===== src/rtl/core/ucd_pkg.sv =====
`timescale 1ns / 1ps

package ucd_pkg;

  // Window geometry: at most three bytes wait between transactions, plus the new one.
  localparam int unsigned WinDepth = 4;
  localparam int unsigned CntW     = 3;

  localparam logic [20:0] ReplCp   = 21'h00FFFD;
  localparam logic [20:0] Min2     = 21'h000080;
  localparam logic [20:0] Min3     = 21'h000800;
  localparam logic [20:0] Min4     = 21'h010000;
  localparam logic [20:0] MaxCp    = 21'h10FFFF;
  localparam logic [20:0] SurLo    = 21'h00D800;
  localparam logic [20:0] SurHi    = 21'h00DFFF;

  typedef struct packed {
    logic [7:0] data_byte;
    logic       end_of_text;
  } in_t;

  typedef struct packed {
    logic [20:0] code_point;
    logic        replaced;
    logic        last_of_run;
    logic        text_done;
  } out_t;

  typedef struct packed {
    logic load;
    logic step;
  } cmd_t;

  typedef struct packed {
    logic step_emits;
    logic step_ends;
    logic out_free;
  } status_t;

endpackage


===== src/rtl/core/ucd_datapath.sv =====
`timescale 1ns / 1ps

module ucd_datapath (
  input  logic             clk_i,
  input  logic             rst_ni,
  input  ucd_pkg::cmd_t    cmd_i,
  output ucd_pkg::status_t status_o,
  input  ucd_pkg::in_t     in_data_i,
  output logic             out_valid_o,
  input  logic             out_stall_i,
  output ucd_pkg::out_t    out_data_o
);

  logic [7:0]               win_q [ucd_pkg::WinDepth];
  logic [7:0]               win_d [ucd_pkg::WinDepth];
  logic [ucd_pkg::CntW-1:0] cnt_q, cnt_d;
  logic                     done_q;
  logic                     out_valid_q;
  ucd_pkg::out_t            out_q;

  logic                     ascii, c2, c3, c4, multi, incomplete, cont_ok, in_range, good;
  logic [ucd_pkg::CntW-1:0] need, adv, rem, next_need;
  logic [ucd_pkg::CntW-1:0] idx;
  logic [20:0]              val;
  logic [7:0]               b0, nb;
  logic                     next_multi, next_emits, emit, ends;

  // Decode the sequence that starts at the front of the window.
  always_comb begin
    b0    = win_q[0];
    ascii = ~b0[7];
    c2    = (b0[7:5] == 3'b110);
    c3    = (b0[7:4] == 4'b1110);
    c4    = (b0[7:3] == 5'b11110);
    multi = c2 | c3 | c4;
    need  = c4 ? 3'd4 : (c3 ? 3'd3 : 3'd2);
    incomplete = multi && (need > cnt_q);

    cont_ok = (win_q[1][7:6] == 2'b10);
    if (c3 || c4) begin
      cont_ok = cont_ok && (win_q[2][7:6] == 2'b10);
    end
    if (c4) begin
      cont_ok = cont_ok && (win_q[3][7:6] == 2'b10);
    end

    if (c4) begin
      val      = {b0[2:0], win_q[1][5:0], win_q[2][5:0], win_q[3][5:0]};
      in_range = (val >= ucd_pkg::Min4) && (val <= ucd_pkg::MaxCp);
    end else if (c3) begin
      val      = {5'd0, b0[3:0], win_q[1][5:0], win_q[2][5:0]};
      in_range = (val >= ucd_pkg::Min3) &&
                 !((val >= ucd_pkg::SurLo) && (val <= ucd_pkg::SurHi));
    end else begin
      val      = {10'd0, b0[4:0], win_q[1][5:0]};
      in_range = (val >= ucd_pkg::Min2);
    end

    good = multi && !incomplete && cont_ok && in_range;
    adv  = good ? need : 3'd1;
    rem  = cnt_q - adv;

    // Look at the byte that will lead next, to tell whether another result follows.
    nb         = win_q[adv[1:0]];
    next_multi = (nb[7:5] == 3'b110) || (nb[7:4] == 4'b1110) || (nb[7:3] == 5'b11110);
    next_need  = (nb[7:3] == 5'b11110) ? 3'd4 : ((nb[7:4] == 4'b1110) ? 3'd3 : 3'd2);
    next_emits = (rem != '0) && (!next_multi || (next_need <= rem) || done_q);

    emit = incomplete ? done_q : 1'b1;
    ends = incomplete || !next_emits;
  end

  // Window update: append on load, drop consumed bytes on a step.
  always_comb begin
    for (int i = 0; i < ucd_pkg::WinDepth; i++) begin
      win_d[i] = win_q[i];
    end
    cnt_d = cnt_q;
    idx   = '0;
    if (cmd_i.load) begin
      win_d[cnt_q[1:0]] = in_data_i.data_byte;
      cnt_d             = cnt_q + 3'd1;
    end else if (cmd_i.step) begin
      if (incomplete) begin
        cnt_d = done_q ? '0 : cnt_q;
      end else begin
        cnt_d = rem;
        for (int i = 0; i < ucd_pkg::WinDepth; i++) begin
          idx = ucd_pkg::CntW'(i) + adv;
          if (idx < 3'(ucd_pkg::WinDepth)) begin
            win_d[i] = win_q[idx[1:0]];
          end
        end
      end
    end
  end

  always_ff @(posedge clk_i or negedge rst_ni) begin
    if (!rst_ni) begin
      cnt_q       <= '0;
      out_valid_q <= 1'b0;
    end else begin
      cnt_q <= cnt_d;
      if (cmd_i.step && emit) begin
        out_valid_q <= 1'b1;
      end else if (!out_stall_i) begin
        out_valid_q <= 1'b0;
      end
    end
  end

  always_ff @(posedge clk_i) begin
    for (int i = 0; i < ucd_pkg::WinDepth; i++) begin
      win_q[i] <= win_d[i];
    end
    if (cmd_i.load) begin
      done_q <= in_data_i.end_of_text;
    end
    if (cmd_i.step && emit) begin
      out_q.code_point  <= ascii ? {13'd0, b0} : (good ? val : ucd_pkg::ReplCp);
      out_q.replaced    <= !(ascii || good);
      out_q.last_of_run <= ends;
      out_q.text_done   <= done_q;
    end
  end

  assign status_o.step_emits = emit;
  assign status_o.step_ends  = ends;
  assign status_o.out_free   = !out_valid_q || !out_stall_i;
  assign out_valid_o         = out_valid_q;
  assign out_data_o          = out_q;

endmodule


===== src/rtl/core/ucd_ctrl.sv =====
`timescale 1ns / 1ps

module ucd_ctrl (
  input  logic             clk_i,
  input  logic             rst_ni,
  input  logic             in_valid_i,
  output logic             in_stall_o,
  input  ucd_pkg::status_t status_i,
  output ucd_pkg::cmd_t    cmd_o
);

  typedef enum logic {
    StIdle,
    StRun
  } state_e;

  state_e state_q;
  logic   stall_q;

  always_comb begin
    cmd_o.load = 1'b0;
    cmd_o.step = 1'b0;
    unique case (state_q)
      StIdle: begin
        cmd_o.load = in_valid_i;
      end
      StRun: begin
        // A step that gives no result need not wait for the output register.
        cmd_o.step = status_i.out_free || !status_i.step_emits;
      end
      default: begin
        cmd_o.load = 1'b0;
      end
    endcase
  end

  always_ff @(posedge clk_i or negedge rst_ni) begin
    if (!rst_ni) begin
      state_q <= StIdle;
      stall_q <= 1'b0;
    end else begin
      unique case (state_q)
        StIdle: begin
          if (in_valid_i) begin
            state_q <= StRun;
            stall_q <= 1'b1;
          end
        end
        StRun: begin
          if (cmd_o.step && status_i.step_ends) begin
            state_q <= StIdle;
            stall_q <= 1'b0;
          end
        end
        default: begin
          state_q <= StIdle;
          stall_q <= 1'b0;
        end
      endcase
    end
  end

  assign in_stall_o = stall_q;

endmodule


===== src/rtl/core/utf8_to_codepoint_decoder.sv =====
`timescale 1ns / 1ps
// The first result of a byte is registered in the output register by a step after its transaction.
// A byte causes zero to four results, and the output side may stall them;
// the controller handles one byte at a time.
// Each result is one step of the shared decode unit over the front of the window.
// Reset (rst_ni low, asynchronous) empties the window and drops any pending result.

module utf8_to_codepoint_decoder (
  input  logic          clk_i,
  input  logic          rst_ni,
  input  logic          in_valid_i,
  output logic          in_stall_o,
  input  ucd_pkg::in_t  in_data_i,
  output logic          out_valid_o,
  input  logic          out_stall_i,
  output ucd_pkg::out_t out_data_o
);

  // The controller takes a byte in, then steps the datapath once per cycle while not stalled.
  // Each step decodes the sequence at the front of the window and either
  // emits a code point (or U+FFFD), or finds the sequence unfinished. An
  // unfinished sequence stays in the window for the next transaction, unless
  // the byte closed the text, in which case one U+FFFD is given and the
  // window is emptied.
  ucd_pkg::cmd_t    cmd;
  ucd_pkg::status_t status;

  ucd_ctrl u_ctrl (
    .clk_i      (clk_i),
    .rst_ni     (rst_ni),
    .in_valid_i (in_valid_i),
    .in_stall_o (in_stall_o),
    .status_i   (status),
    .cmd_o      (cmd)
  );

  // The datapath holds the window, its fill count and the output register.
  // The output register lets a step proceed in the same cycle that the
  // previous result is taken.
  ucd_datapath u_datapath (
    .clk_i       (clk_i),
    .rst_ni      (rst_ni),
    .cmd_i       (cmd),
    .status_o    (status),
    .in_data_i   (in_data_i),
    .out_valid_o (out_valid_o),
    .out_stall_i (out_stall_i),
    .out_data_o  (out_data_o)
  );

endmodule

===== config.mk =====
export PLATFORM = sky130hd
export DESIGN_NAME = utf8_to_codepoint_decoder
export DESIGN_NICKNAME = d
export VERILOG_FILES = /design/src/rtl/core/ucd_pkg.sv /design/src/rtl/core/ucd_datapath.sv /design/src/rtl/core/ucd_ctrl.sv /design/src/rtl/core/utf8_to_codepoint_decoder.sv
export SDC_FILE = /design/constraint.sdc
export NUM_CORES = 1
export LEC_CHECK = 0
export ABC_AREA = 1
export BUFFER_PORTS_ARGS = -buffer_cell sky130_fd_sc_hd__buf_2
export CAP_MARGIN = 25
export CORE_MARGIN = 3
export CORE_UTILIZATION = 30
export CTS_CLUSTER_DIAMETER = 150
export DETAILED_ROUTE_END_ITERATION = 8
export MAX_ROUTING_LAYER = met4
export PLACE_DENSITY_LB_ADDON = 0.15
export SYNTH_ARGS = -nofsm -noshare
export SYNTH_HDL_FRONTEND = slang
export SYNTH_HIERARCHICAL = 1
export SYNTH_SLANG_ARGS = --single-unit
export TNS_END_PERCENT = 50

===== constraint.sdc =====
create_clock -name clk_i -period 6.2 [get_ports clk_i]
set_input_delay 0.62 -clock clk_i [delete_from_list [all_inputs] [get_ports clk_i]]
set_output_delay 0.62 -clock clk_i [all_outputs]
set_load 0.02 [all_outputs]

==> flow_summary_export.csv, run 1 <==
group,metric,value,unit
yosys,ys_seq_area_share,45.5,%
sta,finalMaxSlewViolations,0,
cells_and_area,layout_common_cells,"nand2_1 (116), inv_1 (77), edfxtp_1 (57)",
sta,relSlewSlack,38.1,%
clock_network,cts_sinks,63,
worst_setup_path,worstPathMaxFanout,45,
yosys,synth_area_leader_cell,"edfxtp_1",
clock_network,insertion_delay,340,ps
yosys,ys_async_sr_fraction,9.52,%
sta,rsz0062_at_grt,"false",
clock_network,clockBufferDepth,2,
yosys,synth_cell_type_count,38,
die,io_pins,39,
yosys,synthTopCellsByArea,"edfxtp_1 (42%), nand2_1 (11%), o21ai_0 (7.1%), inv_1 (7.1%), nand3_1 (4.0%)",
sta,fmax,0.217,GHz
global_route,grt_max_degree,46,
die,rows,42,
worst_setup_path,r2r_setup_slack,1580,ps
pwr,power_density,585,nW/um^2
sta,fin_crit,4620,ps
pwr,power_leakage,2.19,nW
clock_network,cts_setup_buffers,0,
worst_setup_path,critPathLaunch,"u_datapath/win_q[0][7]",
clock_network,clk_transition_reported_paths,50,ps
placement,portBuffers,38,
clock_network,h-tree-depth,3,
yosys,synth_seq_cells,63,
worst_setup_path,worstSetupPathType,"flop to flop",
route,drtAntennaViolNets,0,
pwr,power_frac_seq,33.8,%
worst_setup_path,crit_arrival,4840,ps
yosys,syn_area,4090,um^2
yosys,synth_top_area_share,41.8,%
yosys,synth_fp_nets,536,
run,cap_violations,0,
worst_setup_path,critPathLaunchType,"flop",
clock_network,holdBufCountCts,0,
cells_and_area,final_area,4720,um^2
pwr,switching_power,1.28,mW
sta,tightestPinTransition,928,ps
pwr,power.share.combinational,50.0,%
pwr,power.internal,1.48,mW
die,dieArea,15100,um^2
route,avgRoutedWirePerCell,17.2,um
route,wirelength,12.5,mm
sta,whs,98.6,ps
sta,hold_viol_final,0,
worst_setup_path,crit_slowest_cell,"edfxtp_1",
die,initial_core_util,30.8,%
global_route,grt_pass1_vias,3380,
global_route,grtUsageTotal,17.6,%
pwr,irDropWorstVdd,163,uV
clock_network,cts_inserted_buffers,9,
die,die_w,123,um
min_path,hp-class,"input port to asynchronous set/reset pin",
cells_and_area,drive_gt1_share,15.4,%
cells_and_area,final_common_cell,"nand2_1",
cells_and_area,fin_nets,572,
sta,skew,8.64,ps
yosys,synth_ff_type,"edfxtp_1",
route,routed_via_density,5.14,
sta,fin_tns_setup,0,ps
route,drcViolationCount,0,
route,vias,3736,
outcome,outcome,"finished, final reports clean",
global_route,grt-ovfl-total,0,
worst_setup_path,r2r-start,"u_datapath/win_q[0][7]",
placement,placedInstanceArea,4450,um^2
die,core_area,13300,um^2
cells_and_area,area_growth,15.2,%
worst_setup_path,worstPathRequired,6420,ps
route,drt_iter0_markers,334,
clock_network,ctsRootBufferMaster,"clkbuf_16",
placement,gp_congestion,0.918,
yosys,synth_warnings,6,
sta,fin_crit_sh,74.4,%
global_route,antenna_found_initial,0,
yosys,syn_avg_cell_area,8.03,um^2
yosys,synth-edff-count,57,
pwr,swShare,46.5,%
clock_network,cts_tree,"done",
placement,dp_hpwl,9.20,mm
pwr,power.clock.fraction,16.2,%
worst_setup_path,crit_top_cell,"nand2_1",
cells_and_area,antennaDiodeCount,0,
die,die_h,123,um
global_route,grt_pass1_wl,19.2,mm
yosys,syn_inst,510,
sta,setup_violations,0,
clock_network,cts_resized,0,
route,dr.pass1.iters,5,
worst_setup_path,end_kind,"flop",
worst_setup_path,max_stage_delay,620,ps
==> kinds of logic after synthesis <==
group | synth area share, %
AOI/OAI and AO/OA | 17.2
xor gates and xnor gates | 0.214
adders and majority gates | 4.16
buffers and inverters | 10.4
DFF | 45.5
and+or+nand+nor | 22.6
==> power groups by stage <==
stage / logic, mW / clock network (mW) / registers [mW]
finish: 1.38 / 0.447 / 0.934
global route: 1.55 / 0.475 / 0.958
CTS: 1.37 / 0.455 / 0.931
detailed placement: 1.36 / 0 / 0.939
global placement: 1.34 / 0 / 0.943
floorplan: 0.884 / 0 / 0.988
==> stage by stage <==
stage	setup slack, ps	cells	utilization [%]	power, mW
after floorplan	1890	510	-	1.87
after global placement	1820	708	33.3	2.28
after detailed placement	1620	710	33.5	2.30
after CTS	1600	726	35.4	2.75
after global routing	1120	727	35.5	2.99
final	1580	727	35.5	2.76
==> path summary, 6_finish.rpt <==
path | end | depth (start not counted)
max | u_ctrl/in_stall_o | 28
min | u_datapath/out_valid_o | 1
max reg2reg | u_ctrl/in_stall_o | 28
min reg2reg | u_datapath/out_data_o[0] | 0
max in group asynchronous | u_datapath/cnt_q[0] | 1
min in group clk_i | u_datapath/out_data_o[0] | 0
==> per-layer routing <==
layer,wire (um),GRT usage (%),up-vias
met5,0,-,-
met3,794,3.00,19
li1,-,-,1797
met4,331,7.28,0
met1,5940,24.1,1782
met2,5460,25.8,138
==> final cells by class <==
cell class,count,area [um^2]
clock buffers,12,236
clock inverters,4,22.5
fillers,1396,8580
inverters,85,322
multi-input cells,342,1810
flip-flops and latches,63,1860
well taps,176,220
repair buffers,45,246
==> Yosys cell counts, types with 3 or more instances <==
| library cell | instances |
|---|---|
| inv_2 | 5 |
| buf_4 | 3 |
| o21ai_0 | 58 |
| inv_1 | 77 |
| nand2_1 | 116 |
| a22oi_1 | 3 |
| o22ai_1 | 25 |
| o211ai_1 | 5 |
| o21ai_1 | 4 |
| edfxtp_1 | 57 |
| nand3_1 | 33 |
| clkbuf_1 | 9 |
| nor2_1 | 28 |
| nand4_1 | 4 |
| nand2_2 | 7 |
| ha_1 | 12 |
| dfrtp_1 | 6 |
| o32ai_1 | 4 |
| buf_2 | 6 |
| a21oi_1 | 22 |
| nor2_2 | 5 |
==> critical path: cells and delay by family (launching register included) <==
family / cells / cell delay [ps]
and+or+nand+nor: 17 / 1580
AOI/OAI and AO/OA: 2 / 310
adders and majority gates: 4 / 1200
buffers and inverters: 4 / 600
xor gates and xnor gates: 1 / 180
DFF: 1 / 620
==> registers in the layout, indices dropped and copies added, names as in the netlist <==
register                cells
u_datapath/cnt_q            3
u_datapath/win_q           32
u_datapath/out_valid_o      1
u_datapath/done_q           1
u_ctrl/state_q              1
u_ctrl/in_stall_o           1
u_datapath/out_data_o      24
Power figures use the tool's default switching activity.
==> run 2, diff against run 1 <==
==> constraint.sdc (replaced) <==
create_clock -name clk_i -period 4.2 [get_ports clk_i]
set_input_delay 0.42 -clock clk_i [delete_from_list [all_inputs] [get_ports clk_i]]
set_output_delay 0.42 -clock clk_i [all_outputs]
set_load 0.02 [all_outputs]
==> flow_summary_export.csv, run 2 (synthesis results as in run 1) <==
group,metric,value,unit
outcome,outcome,"finished, final reports clean",
cells_and_area,ff_latch_area,1860,um^2
sta,tightestPinTransition,556,ps
route,drcViolationCount,0,
sta,fin_crit,3910,ps
route,vias,3785,
cells_and_area,multi_input_comb_area,1830,um^2
global_route,grtUsageTotal,18.2,%
global_route,busiest_layer,"met2",
cells_and_area,fin_nets,580,
cells_and_area,area_growth,17.3,%
cells_and_area,layout_common_cells,"nand2_1 (116), inv_1 (77), o21ai_0 (58)",
placement,place_ws,277,ps
global_route,grt_use_met3,4.33,%
worst_setup_path,crit_arrival,4120,ps
placement,portBuffers,38,
route,avgRoutedWirePerCell,17.3,um
min_path,worstHoldPathCells,1,
global_route,grt_pass1_wl,20.1,mm
cells_and_area,top_register,"u_datapath/win_q",
sta,hold_viol_final,0,
worst_setup_path,crit_slowest_cell,"edfxtp_1",
route,dr.pass1.iters,5,
die,core_area,13300,um^2
worst_setup_path,r2r_end,"u_ctrl/in_stall_o",
cells_and_area,final_common_cell,"nand2_1",
sta,setup_violations,0,
cells_and_area,drive_gt1_share,16.3,%
clock_network,cts_inserted_buffers,9,
worst_setup_path,r2r_setup_slack,290,ps
sta,finalMaxSlewViolations,0,
route,wirelength,12.8,mm
worst_setup_path,end_kind,"flop",
die,die_h,123,um
die,dieArea,15100,um^2
worst_setup_path,worstPathRequired,4410,ps
clock_network,cts_sinks,63,
cells_and_area,largest_reg_flops,32,
pwr,power_leakage,2.22,nW
global_route,grt_pass1_vias,3538,
placement,gp_congestion,0.975,
cells_and_area,antennaDiodeCount,0,
global_route,antenna_found_initial,0,
run,cap_violations,0,
route,drtAntennaViolNets,0,
min_path,holdCritStartpoint,"in_data_i[0]",
route,routed_via_density,5.15,
route,drt_iter0_markers,384,
placement,dp_hpwl,9.28,mm
clock_network,h-tree-depth,3,
worst_setup_path,r2r-start,"u_datapath/win_q[0][5]",
clock_network,ctsRootBufferMaster,"clkbuf_16",
worst_setup_path,worstPathMaxFanout,6,
pwr,irDropWorstVdd,265,uV
clock_network,clk_transition_reported_paths,60,ps
die,initial_core_util,30.8,%
worst_setup_path,critPathLaunchType,"flop",
sta,fin_crit_sh,93.0,%
min_path,min_to,"u_datapath/done_q",
clock_network,insertion_delay,330,ps
global_route,use_met1,25.1,%
global_route,use_met2,25.8,%
worst_setup_path,rr_worst_depth,28,
die,die_w,123,um
clock_network,cts_tree,"done",
worst_setup_path,max_stage_delay,490,ps
sta,whs,281,ps
min_path,hp-class,"input port to flop",
die,rows,42,
sta,skew,13.6,ps
pwr,power_density,858,nW/um^2
global_route,grt_max_degree,45,
worst_setup_path,crit_top_cell,"nand2_1",
sta,setup_ws,294,ps
clock_network,clockBufferDepth,2,
die,io_pins,39,
worst_setup_path,worstSetupPathType,"flop to flop",
global_route,grt-ovfl-total,0,
cells_and_area,nFillCells,1389,
sta,relSlewSlack,62.8,%
sta,fmax,0.256,GHz
run 2: changes by cell type in the layout (fill, tap and decap cells not counted), sizes merged:
| cell | previous run | this run |
|---|---|---|
| buf | 45 | 52 |
| clkbuf | 12 | 10 |
| clkinv | 5 | 7 |
| dlygate4sd3 | 0 | 1 |
run 2: layer usage:
metal / part of all wire, % / vias up
met5: 0 / -
li1: - / 1821
met4: 3.1 / 0
met2: 43 / 175
met1: 46 / 1760
met3: 7.3 / 29
run 2: critical path, delay by kind of cell, from the launching register on:
family                     cells  cell delay, ps
and+or+nand+nor               18            1520
adders and majority gates      4            1110
DFF                            1             490
AOI/OAI and AO/OA              2             260
buffers and inverters          3             240
xor gates and xnor gates       1             160
run 2: worst max path at each step:
stage	endpoint	start	cells after the start
finish	u_ctrl/in_stall_o	u_datapath/win_q[0][5]	28
global route	u_ctrl/in_stall_o	u_datapath/win_q[0][5]	27
global placement	u_ctrl/in_stall_o	u_datapath/win_q[0][4]	28
detailed placement	u_ctrl/in_stall_o	u_datapath/win_q[0][4]	28
floorplan	u_ctrl/in_stall_o	u_datapath/win_q[0][4]	29
CTS	u_ctrl/in_stall_o	u_datapath/win_q[0][4]	28
run 2: timing repair:
action                                  4_1_cts  5_1_grt
endpoints found under the setup margin        0        2
hold buffers                                  1        0
hold endpoints to repair                      6        0
buffers inserted                              0        2
gates resized for setup                       0        5
run 2: through the flow:
| stage | setup TNS (ps) | area (um^2) | instances | total power, mW | utilization, % |
|---|---|---|---|---|---|
| final | 0 | 4800 | 735 | 4.12 | 36.1 |
| after global routing | -37.9 | 4800 | 735 | 4.49 | 36.1 |
| after CTS | 0 | 4760 | 733 | 4.09 | 35.8 |
| after detailed placement | 0 | 4490 | 716 | 3.41 | 33.8 |
| after global placement | 0 | 4480 | 715 | 3.43 | 33.7 |
| after floorplan | 0 | 4100 | 510 | 2.76 | - |
run 2: cell type report:
| class | count | share of cell area [%] |
|---|---|---|
| clock inverters | 6 | 0.573 |
| clock buffers | 10 | 4.77 |
| inverters | 85 | 6.75 |
| flip-flops and latches | 63 | 38.8 |
| well taps | 176 | 4.59 |
| multi-input cells | 342 | 38.1 |
| repair buffers | 53 | 6.44 |
run 2: report_power, final:
group          leakage [nW]  total (mW)  switching, mW  internal (mW)
registers             0.622        1.35          0.197           1.15
clock network         0.122       0.652          0.262          0.390
logic                  1.47        2.12           1.45          0.668
total                  2.22        4.12           1.91           2.21
==> run 3, diff against run 2 <==
==> constraint.sdc (replaced) <==
create_clock -name clk_i -period 4.2 [get_ports clk_i]
set_input_delay 0.21 -clock clk_i [delete_from_list [all_inputs] [get_ports clk_i]]
set_output_delay 0.21 -clock clk_i [all_outputs]
set_load 0.02 [all_outputs]
==> flow_summary_export.csv, run 3 (synthesis results as in run 1) <==
group,metric,value,unit
sta,whs,57.5,ps
pwr,irDropWorstVdd,216,uV
clock_network,cts_tree,"done",
die,initial_core_util,30.8,%
cells_and_area,top_register,"u_datapath/win_q",
global_route,grt-ovfl-total,0,
worst_setup_path,worstPathRequired,4420,ps
clock_network,cts_sinks,63,
die,die_w,123,um
cells_and_area,largest_reg_flops,32,
worst_setup_path,end_kind,"flop",
clock_network,ctsRootBufferMaster,"clkbuf_16",
clock_network,cts_inserted_buffers,9,
min_path,hp-class,"input port to flop",
cells_and_area,nFillCells,1369,
sta,relSlewSlack,61.4,%
route,dr.pass1.iters,5,
worst_setup_path,crit_top_cell,"nand2_1",
route,wl_met2,5.66,mm
route,route.met3.wl,882,um
route,routed_via_density,5.14,
route,drtAntennaViolNets,0,
clock_network,clockBufferDepth,2,
sta,hold_viol_final,0,
sta,fmax,0.255,GHz
route,drcViolationCount,0,
route,vias,3781,
worst_setup_path,crit_slowest_cell,"edfxtp_1",
worst_setup_path,worstPathMaxFanout,7,
die,rows,42,
clock_network,h-tree-depth,3,
sta,fin_crit_sh,93.4,%
worst_setup_path,max_stage_delay,510,ps
clock_network,clk_transition_reported_paths,60,ps
placement,portBuffers,38,
die,dieArea,15100,um^2
cells_and_area,fin_nets,581,
die,die_h,123,um
placement,gp_congestion,0.960,
worst_setup_path,critPathLaunchType,"flop",
sta,skew,10.7,ps
sta,finalMaxSlewViolations,0,
sta,tightestPinTransition,574,ps
cells_and_area,final_common_cell,"nand2_1",
cells_and_area,area_growth,17.8,%
global_route,grtUsageTotal,18.2,%
cells_and_area,layout_common_cells,"nand2_1 (116), inv_1 (77), o21ai_0 (58)",
run,cap_violations,0,
route,top_layer,"met4",
route,wl_met1,5.92,mm
die,core_area,13300,um^2
worst_setup_path,worstSetupPathType,"flop to flop",
cells_and_area,antennaDiodeCount,0,
route,wirelength,12.8,mm
pwr,power_density,869,nW/um^2
global_route,grt_pass1_vias,3478,
outcome,outcome,"finished, final reports clean",
die,io_pins,39,
sta,fin_crit,3920,ps
placement,dp_hpwl,9.27,mm
pwr,power_leakage,2.24,nW
global_route,antenna_found_initial,0,
global_route,grt_pass1_wl,20.0,mm
global_route,grt_max_degree,45,
pwr,total_power,4.19,mW
sta,setup_violations,0,
route,avgRoutedWirePerCell,17.4,um
cells_and_area,drive_gt1_share,17.0,%
worst_setup_path,crit_arrival,4150,ps
clock_network,insertion_delay,330,ps
route,drt_iter0_markers,346,
==> run 3: stage by stage <==
step	cells	area [um^2]	utilization [%]	setup TNS [ps]	setup slack (ps)
after floorplan	510	4100	-	0	25.2
after global placement	716	4490	33.8	0	304
after detailed placement	716	4490	33.8	0	245
after CTS	733	4780	36.0	0	235
after global routing	736	4820	36.3	-75.0	-44.4
final	736	4820	36.3	0	276
==> run 3: power breakdown <==
group,internal (mW),switching (mW)
Sequential,1.15,0.195
Clock,0.454,0.265
Combinational,0.671,1.45
==> run 3: layout make-up <==
cell class	count	area, um^2	area share [%]
inverters	85	324	6.72
clock inverters	5	48.8	1.01
flip-flops and latches	63	1860	38.6
well taps	176	220	4.57
repair buffers	54	313	6.49
multi-input cells	342	1820	37.8
clock buffers	11	233	4.82
==> run 3: layer usage <==
metal,up-vias,GRT usage (%)
li1,1823,-
met3,24,3.23
met1,1786,25.3
met4,0,7.56
met5,-,-
met2,148,26.2
==> run 3: what timing repair did <==
| item | in CTS | in global routing |
|---|---|---|
| setup buffers | 0 | 3 |
| endpoints found under the hold margin | 6 | 0 |
| resized for setup | 0 | 4 |
| hold buffers | 1 | 0 |
| endpoints found under the setup margin | 0 | 2 |
==> run 3: critical path: cells and delay by family (launching register included) <==
family                   cells  cell delay [ps]
flip-flops                   1              510
buffers and inverters        3              210
adder cells (fa/ha/maj)      4             1130
AND/OR/NAND/NOR             17             1530
AO/OA/AOI/OAI                2              260
XOR/XNOR                     1              160
==> run 3: path summary, 6_finish.rpt <==
check,start,endpoint,slack (ps),cells past startpoint
max,u_datapath/win_q[0][3],u_ctrl/in_stall_o,280,27
min,in_data_i[0],u_datapath/done_q,60,1
max reg2reg,u_datapath/win_q[0][3],u_ctrl/in_stall_o,280,27
min reg2reg,u_datapath/done_q,u_datapath/out_data_o[0],470,0
max in group asynchronous,rst_ni,u_datapath/cnt_q[2],3820,2
min in group asynchronous,rst_ni,u_ctrl/in_stall_o,240,2
